--- src/rtl/sacl_ram.sv ---
// Generic single-port-write, single-port-read RAM with registered read data.
// Used for the per-set row store. No dependencies.
`timescale 1ns / 1ps

module sacl_ram #(
  parameter int WIDTH = 8,
  parameter int DEPTH = 64
) (
  input  logic                     clk_i,
  input  logic                     we_i,
  input  logic [$clog2(DEPTH)-1:0] waddr_i,
  input  logic [WIDTH-1:0]         wdata_i,
  input  logic [$clog2(DEPTH)-1:0] raddr_i,
  output logic [WIDTH-1:0]         rdata_o
);

  logic [WIDTH-1:0] mem_q [DEPTH];
  logic [WIDTH-1:0] rdata_q;

  // Write one entry, read one entry per cycle
  always_ff @(posedge clk_i) begin
    if (we_i) begin
      mem_q[waddr_i] <= wdata_i;
    end
    rdata_q <= mem_q[raddr_i];
  end

  assign rdata_o = rdata_q;

endmodule

--- config.mk ---
export PLATFORM = sky130hd
export DESIGN_NAME = sacl_ram
export DESIGN_NICKNAME = d
export VERILOG_FILES = /design/src/rtl/sacl_ram.sv
export SDC_FILE = /design/constraint.sdc
export NUM_CORES = 1
export LEC_CHECK = 0
export ABC_CLOCK_PERIOD_IN_PS = 3950
export BUFFER_PORTS_ARGS = -buffer_cell sky130_fd_sc_hd__buf_2
export CAP_MARGIN = 20
export CORE_MARGIN = 4
export CORE_UTILIZATION = 40
export DETAILED_ROUTE_END_ITERATION = 8
export PLACE_DENSITY = 0.54
export REMOVE_ABC_BUFFERS = 1
export SYNTH_ARGS = -nofsm -noshare
export SYNTH_HDL_FRONTEND = slang
export SYNTH_SLANG_ARGS = --single-unit
--- constraint.sdc ---
create_clock -name clk_i -period 3.95 [get_ports clk_i]
set_clock_uncertainty 0.05 [all_clocks]
set_input_delay 0.5925 -clock clk_i [delete_from_list [all_inputs] [get_ports clk_i]]
set_output_delay 0.5925 -clock clk_i [all_outputs]
set_load 0.03 [all_outputs]
# Yosys cells after proc, flatten, opt, wreduce, memory -nomap -nowiden
# Memories as Yosys holds them, arrays and structs flattened. A register that Yosys moved wholly into a read port is not among the register bits.
# Cells that the tools add are included.
[word_totals]
ff_bits = 0
ramBits = 512
word_cells = 3
n_memories = 1
[mem_list]
columns = ["name", "words", "width", "read_ports", "rd_clocked_by_memory_dff", "write_ports", "line_no", "text"]
rows = [
  ["mem_q", 64, 8, 1, 1, 1, "17", "logic [WIDTH-1:0] mem_q [DEPTH];"],
]
[classes]
muxes = 2
[op_table]
columns = ["operator", "n"]
rows = [
  ["two-way mux 1 bit", 2],
]

# Logic depth before layout (Yosys ltp)
# Gate-level depths: netlist (run 1).
[depth]
word_depth = 2
mapped_depth = 9
ltp_nobuf = 5

# Worst setup path after synthesis (run 1)
# Ideal clock, no wire load.
[synth_timing]
kind = "input to register"
startpoint = "input raddr_i[1]"
endpoint = "register rdata_q[3], in the netlist rdata_o[3], read port of mem_q"
setup_time_ps = 128
arrival_time_ps = 2132
required_ps = 3772
setup_slack_ps = 1640
stages = 7
n_path_buf = 3
path_cell_list = "buf_4 -> buf_2 -> buf_2 -> mux4_2 -> mux4_2 -> o21ai_1 -> o41ai_1"
[synth_rtl]
columns = ["element", "line_no", "text"]
rows = [
  ["from (decl)", "13", "input logic [$clog2(DEPTH)-1:0] raddr_i,"],
  ["to (decl)", "18", "logic [WIDTH-1:0] rdata_q;"],
]

==> results_dict.tcl, run 1 <==
set metrics [dict create \
    status "finished, final reports clean" \
    postSynthCellCount 940 \
    worstMarginPinSlew_ns 1.038 \
    synth.most_common_cell "edfxtp_1" \
    cp-start-kind "primary input" \
    slew_headroom 0.3040 \
    ys_async_sr_fraction 0 \
    crit_fanout 36 \
    period_share 0.6735 \
    die_area_mm2 0.05407 \
    wl_um 47730 \
    start_util 0.4036 \
    htree_levels 2 \
    portBuffers 29 \
    pin_count 30 \
    p_per_area_mw_per_mm2 506.0 \
    firstDrtPassIters 5 \
    drt-wirelength-per-cell_um 27.29 \
    syn_area_mm2 0.02017 \
    ir_drop_v 0.0003849 \
    grt_setup_unrepaired "no" \
    clk_latency_ns 0.59 \
    crit_type "primary input to flip-flop" \
    leakagePower_uw 0.007239 \
    core-area_mm2 0.04997 \
    path_buf_inv 2 \
    tns_ns 0 \
    drtIter0Drc 995 \
    grt_pass1_wl_um 69990 \
    hold_buffers 0 \
    synth-seq-area-share 0.7703 \
    ant_nets 0 \
    cts_made_buffers 55 \
    tritoncts "built" \
    root_buffer "clkbuf_16" \
    drv_slew 0 \
    grt_pass1_vias 10040 \
    postCtsResizedCells 0 \
    drive_gt1_frac 0.2853 \
    end_kind "flip-flop" \
    syn-mean-instance-area_um2 21.45 \
    path_cells "clkbuf_8 -> buf_12 -> mux4_2 -> mux4_2 -> o21ai_0 -> nand2_1" \
    cpPeakStageDelay_ns 0.58 \
    rr_worst_depth 5 \
    critPathLaunch "raddr_i[0]" \
    globalplace.congestion 0.7783 \
    fmax_mhz 375.9 \
    clk_pin_slew_ns 0.06 \
    drc 0 \
    cts_sinks 520 \
    grt_max_degree 61 \
    synth_area_leaders "edfxtp_1, mux4_2, nor2_1" \
    yosysUniqueCellTypes 40 \
    crit_end "rdata_o[7]" \
    fillCellCount 4188 \
    min_path_cells 1 \
    max_cap_viol_count 0 \
    multi_input_area_mm2 0.004325 \
    yosys.area.top_type "edfxtp_1" \
    regToRegStartpoint "mem_q[21][4]" \
    regArea_mm2 0.01553 \
    finalHoldViolations 0 \
    cts.path.max_buffers 3 \
    die_width_um 232.5 \
    setup_ws_ns 1.290 \
    die_height_um 232.5 \
    grt_util_all_layers 0.1799 \
    timing.final.crit_period_ns 2.660 \
    cp_top_family "multiplexers" \
    cp.arrival_ns 3.07 \
    area_growth_pct 14.49 \
    hpwl_um 29500 \
    worst_r2r_endpoint "rdata_o[4]" \
    crit_cells 6 \
    hold_class "primary input to flip-flop" \
    vias_per_cell 5.533 \
    postCtsSetupRepairBufs 0 \
    yosys-top-cells-count "edfxtp_1, mux4_2, nor2_1, mux2i_1, nand2_1" \
    synth_ff_type "edfxtp_1" \
    rows 82 \
    vias 9678 \
    crit_top_cell "mux4_2" \
    ys_seq_elements 520 \
    cp_slowest_cell "mux4_2" \
    setup_viol 0 \
    synth-edff-count 512 \
    yosys_warnings 0 \
    crit_required_ns 4.36 \
    p_total_uw 11680 \
    dp_slack_ns 0.6056 \
    layout.nets 1056 \
    synth_top_cell_area_share 0.7624 \
    antenna_found_initial 0 \
    rrSetupSlack_ns 1.68 \
    grt_overflow 0 \
]
==> layout make-up <==
type,count,share of cell area
sequential,520,0.6728
tap,672,0.03642
timing repair buffer,88,0.02878
clock buffer,70,0.06389
clock inverter,29,0.01062
multi-input combinational,369,0.1873
antenna,1,0.0001084
==> kinds of logic after synthesis <==
| group | synth area share |
|---|---|
| AOI/OAI and AO/OA | 0.02072 |
| muxes | 0.1594 |
| DFF | 0.7703 |
| buffers and inverters | 0.01570 |
| and+or+nand+nor | 0.03387 |
==> per-stage QoR <==
step | instance area [um2] | cells | utilization | hold slack (ns)
after floorplan | 19850 | 889 | - | 0.6414
after global placement | 21350 | 1648 | 0.4272 | 0.7438
after detailed placement | 21350 | 1648 | 0.4272 | 0.7604
after CTS | 23070 | 1747 | 0.4616 | 0.3712
after global routing | 23090 | 1748 | 0.4620 | 0.4025
final | 23090 | 1749 | 0.4621 | 0.4252
==> worst reg2reg max path, stage by stage, from the launching register on <==
cell and delay (ns):
edfxtp_1 0.36, mux4_2 0.49, mux2_2 0.31, o221a_2 0.29
nor3_1 0.46, o32ai_1 0.18
==> report_power, final <==
| group | leakage [uW] | switching, uW | internal [uW] |
|---|---|---|---|
| Clock | 0.000842 | 2060 | 2890 |
| Sequential | 0.00467 | 21.8 | 6110 |
| Combinational | 0.00172 | 380 | 221 |
| Total | 0.00724 | 2470 | 9210 |
==> registers in the layout (all words and copies together) (netlist names) <==
name / count
rdata_o: 8
mem_q: 512
==> placed cells by master (no fill, tap or decap), types with 3 or more instances in the layout <==
cell and n:
a22oi_1 3, clkinv_2 11, a221oi_1 6, mux4_2 126
mux2i_1 23, a211oi_1 4, dfxtp_1 8, clkbuf_16 57
nand2b_1 7, nand3b_1 3, clkbuf_1 13, buf_4 56
nand3_1 13, nand2_1 19, a21oi_1 3, o2111ai_1 3
nor3_1 5, buf_2 26, o221ai_1 8, bufinv_16 4
clkinv_1 10, o22ai_1 8, mux2_2 13, edfxtp_1 512
nor2_1 83, nor2b_1 14, o2bb2ai_1 3, buf_12 5
==> metal layers <==
metal,global-route usage,part of all wire,vias to the layer above
met5,0,0,-
met4,0.04688,0.023,0
met3,0.03881,0.062,79
met2,0.2870,0.48,324
met1,0.2545,0.44,5157
li1,-,-,4118
==> worst min-delay path by stage <==
stage | from | endpoint
global placement | mem_q[27][6] | rdata_o[6]
detailed placement | mem_q[30][6] | rdata_o[6]
finish | wdata_i[7] | mem_q[53][7]
global route | raddr_i[5] | rdata_o[1]
floorplan | wdata_i[0] | mem_q[0][0]
CTS | raddr_i[5] | rdata_o[1]
Note: power is estimated with default switching activity, not from simulation.
==> run 2: changes to the inputs <==
--- a/config.mk
+++ b/config.mk
@@ -5,13 +5,14 @@
 export SDC_FILE = /design/constraint.sdc
 export NUM_CORES = 1
 export LEC_CHECK = 0
-export ABC_CLOCK_PERIOD_IN_PS = 3950
+export ABC_AREA = 1
+export ABC_CLOCK_PERIOD_IN_PS = 2300
 export BUFFER_PORTS_ARGS = -buffer_cell sky130_fd_sc_hd__buf_2
 export CAP_MARGIN = 20
 export CORE_MARGIN = 4
 export CORE_UTILIZATION = 40
 export DETAILED_ROUTE_END_ITERATION = 8
-export PLACE_DENSITY = 0.54
+export PLACE_DENSITY = 0.56
 export REMOVE_ABC_BUFFERS = 1
 export SYNTH_ARGS = -nofsm -noshare
 export SYNTH_HDL_FRONTEND = slang
==> constraint.sdc (replaced) <==
create_clock -name clk_i -period 2.3 [get_ports clk_i]
set_clock_uncertainty 0.05 [all_clocks]
set_input_delay 0.345 -clock clk_i [delete_from_list [all_inputs] [get_ports clk_i]]
set_output_delay 0.345 -clock clk_i [all_outputs]
set_load 0.03 [all_outputs]
==> run 2 against run 1 <==
Compared with the run above: combinational power increased by 120%; area after synthesis increased by 5.8%; clock power increased by 74%; register-to-register slack got worse by 0.79 ns.
==> results_dict.tcl, run 2 <==
set metrics [dict create \
    min_to "rdata_o[5]" \
    yosys.area.top_type "edfxtp_1" \
    largest_reg_flops 512 \
    fillCellCount 4713 \
    drive_gt1_frac 0.1127 \
    cp_slowest_cell "dfxtp_1" \
    crit_required_ns 1.90 \
    synth.most_common_cell "nand2_1" \
    wl_um 56570 \
    pwr-share-seq 0.514 \
    setup_ws_ns 0.5711 \
    crit_type "flip-flop to primary output" \
    max_cap_viol_count 0 \
    worst_r2r_endpoint "rdata_o[3]" \
    status "finished, final reports clean" \
    layout.nets 1910 \
    yosysUniqueCellTypes 16 \
    grt_max_degree 100 \
    rows 84 \
    grt_pass1_vias 13580 \
    drtIter0Drc 1341 \
    slew_headroom 0.5171 \
    clk_latency_ns 0.60 \
    regToRegStartpoint "mem_q[43][3]" \
    ir_drop_v 0.0005556 \
    tritoncts "built" \
    leakagePower_uw 0.008926 \
    cpPeakStageDelay_ns 0.48 \
    final_util 0.4647 \
    path_buf_inv 1 \
    path_cells "buf_2" \
    portBuffers 29 \
    period_share 0.7517 \
    regArea_mm2 0.01553 \
    setup_viol 0 \
    yosys-top-cells-count "nand2_1, edfxtp_1, nand3_1, nor2_1, buf_2" \
    die_width_um 239.0 \
    antenna_found_initial 2 \
    clk_pin_slew_ns 0.06 \
    hold_start "raddr_i[5]" \
    core-area_mm2 0.05266 \
    hold_buffers 0 \
    postCtsResizedCells 0 \
    p_per_area_mw_per_mm2 837.6 \
    timing.final.crit_period_ns 1.729 \
    tns_ns 0 \
    synth_area_leaders "edfxtp_1, nand2_1, nand3_1" \
    netSwitchingFraction 0.2240 \
    clockPowerShare 0.420 \
    start_util 0.4053 \
    postCtsSetupRepairBufs 0 \
    pin_count 30 \
    die_area_mm2 0.05711 \
    ant_nets 0 \
    hpwl_um 32730 \
    syn-mean-instance-area_um2 11.82 \
    cp-start-kind "flip-flop" \
    end_kind "primary output" \
    rr_worst_depth 8 \
    dp_slack_ns 0.1805 \
    syn_area_mm2 0.02134 \
    largest-register "mem_q" \
    cts.path.max_buffers 3 \
    cp.arrival_ns 1.33 \
    drc 0 \
    globalplace.congestion 0.8069 \
    min_path_cells 3 \
    synth-edff-count 512 \
    ys_seq_elements 520 \
    ys_async_sr_fraction 0 \
    htree_levels 2 \
    synth_top_cell_area_share 0.7205 \
    area_growth_pct 14.68 \
    yosys_warnings 0 \
    grt_pass1_wl_um 84990 \
    synth-seq-area-share 0.7280 \
    finalHoldViolations 0 \
    grt_overflow 0 \
    root_buffer "clkbuf_16" \
    p_total_uw 20500 \
    vias 13990 \
    drv_slew 0 \
    cp_top_family "flip-flops" \
    hold_class "primary input to flip-flop" \
    postSynthCellCount 1805 \
    final_common_cell "nand2_1" \
    insertedDiodeCount 0 \
    grt_util_all_layers 0.1956 \
    grt_setup_unrepaired "no" \
    multi_input_area_mm2 0.004946 \
    final_cell_mix "nand2_1, edfxtp_1, nand3_1" \
    die_height_um 239.0 \
    worstMarginPinSlew_ns 0.7244 \
    crit_cells 1 \
    cts_made_buffers 54 \
    rrSetupSlack_ns 0.89 \
    firstDrtPassIters 5 \
    switchingPower_uw 4592 \
    cts_sinks 520 \
    fmax_mhz 578.4 \
    synth_ff_type "edfxtp_1" \
    drt-wirelength-per-cell_um 21.58 \
    p_int_uw 15900 \
    pwr-share-comb 0.066 \
    crit_fanout 1 \
    vias_per_cell 5.334 \
]
run 2: power groups by stage:
stage               clock (uW)  combinational (uW)  sequential, uW
global placement             0                1350           10700
finish                    8620                1350           10500
global route              9150                1480           10500
floorplan                    0                 530           10700
detailed placement           0                1360           10700
CTS                       8770                1360           10500
run 2: worst max path at each step:
| stage | from | endpoint | slack (ns) |
|---|---|---|---|
| 2_1_floorplan | raddr_i[1] | rdata_o[7] | -0.61 |
| 3_3_place_gp | raddr_i[0] | rdata_o[0] | 0.24 |
| 3_5_place_dp | raddr_i[0] | rdata_o[0] | 0.18 |
| 4_1_cts | rdata_o[3] | rdata_o[3] | 0.59 |
| 5_1_grt | rdata_o[7] | rdata_o[7] | 0.57 |
| 6_report | rdata_o[3] | rdata_o[3] | 0.57 |
run 2: area by class of cell:
| type | instances | share of cell area |
|---|---|---|
| Multi-Input combinational cell | 1160 | 0.2021 |
| Clock inverter | 35 | 0.01156 |
| Clock buffer | 67 | 0.05982 |
| Sequential cell | 520 | 0.6348 |
| Timing Repair Buffer | 140 | 0.05425 |
| Inverter | 12 | 0.002250 |
| Tap cell | 688 | 0.03518 |
run 2: cell families after synthesis:
family / count (synthesis) / share of synthesized area
flip-flops: 520 / 0.7280
buffers and inverters: 125 / 0.04022
AND/OR/NAND/NOR: 1160 / 0.2318
run 2: per-layer routing:
| layer | GRT usage | wire (um) |
|---|---|---|
| met4 | 0.05579 | 1485 |
| met2 | 0.3100 | 26130 |
| met1 | 0.2757 | 24780 |
| met5 | 0 | 0 |
| met3 | 0.04107 | 4169 |
run 2: tightest hold or removal path, stage by stage:
cell,delay [ns]
buf_2,0.17
nand3_1,0.11
nand2_1,0.05
run 2: through the flow:
step	std cells	cell area (um2)	hold slack (ns)
final	2622	24470	0.07069
after global routing	2622	24470	0.06065
after CTS	2622	24470	0.03781
after detailed placement	2520	22720	0.6779
after global placement	2520	22720	0.6723
after floorplan	1692	20530	0.3939
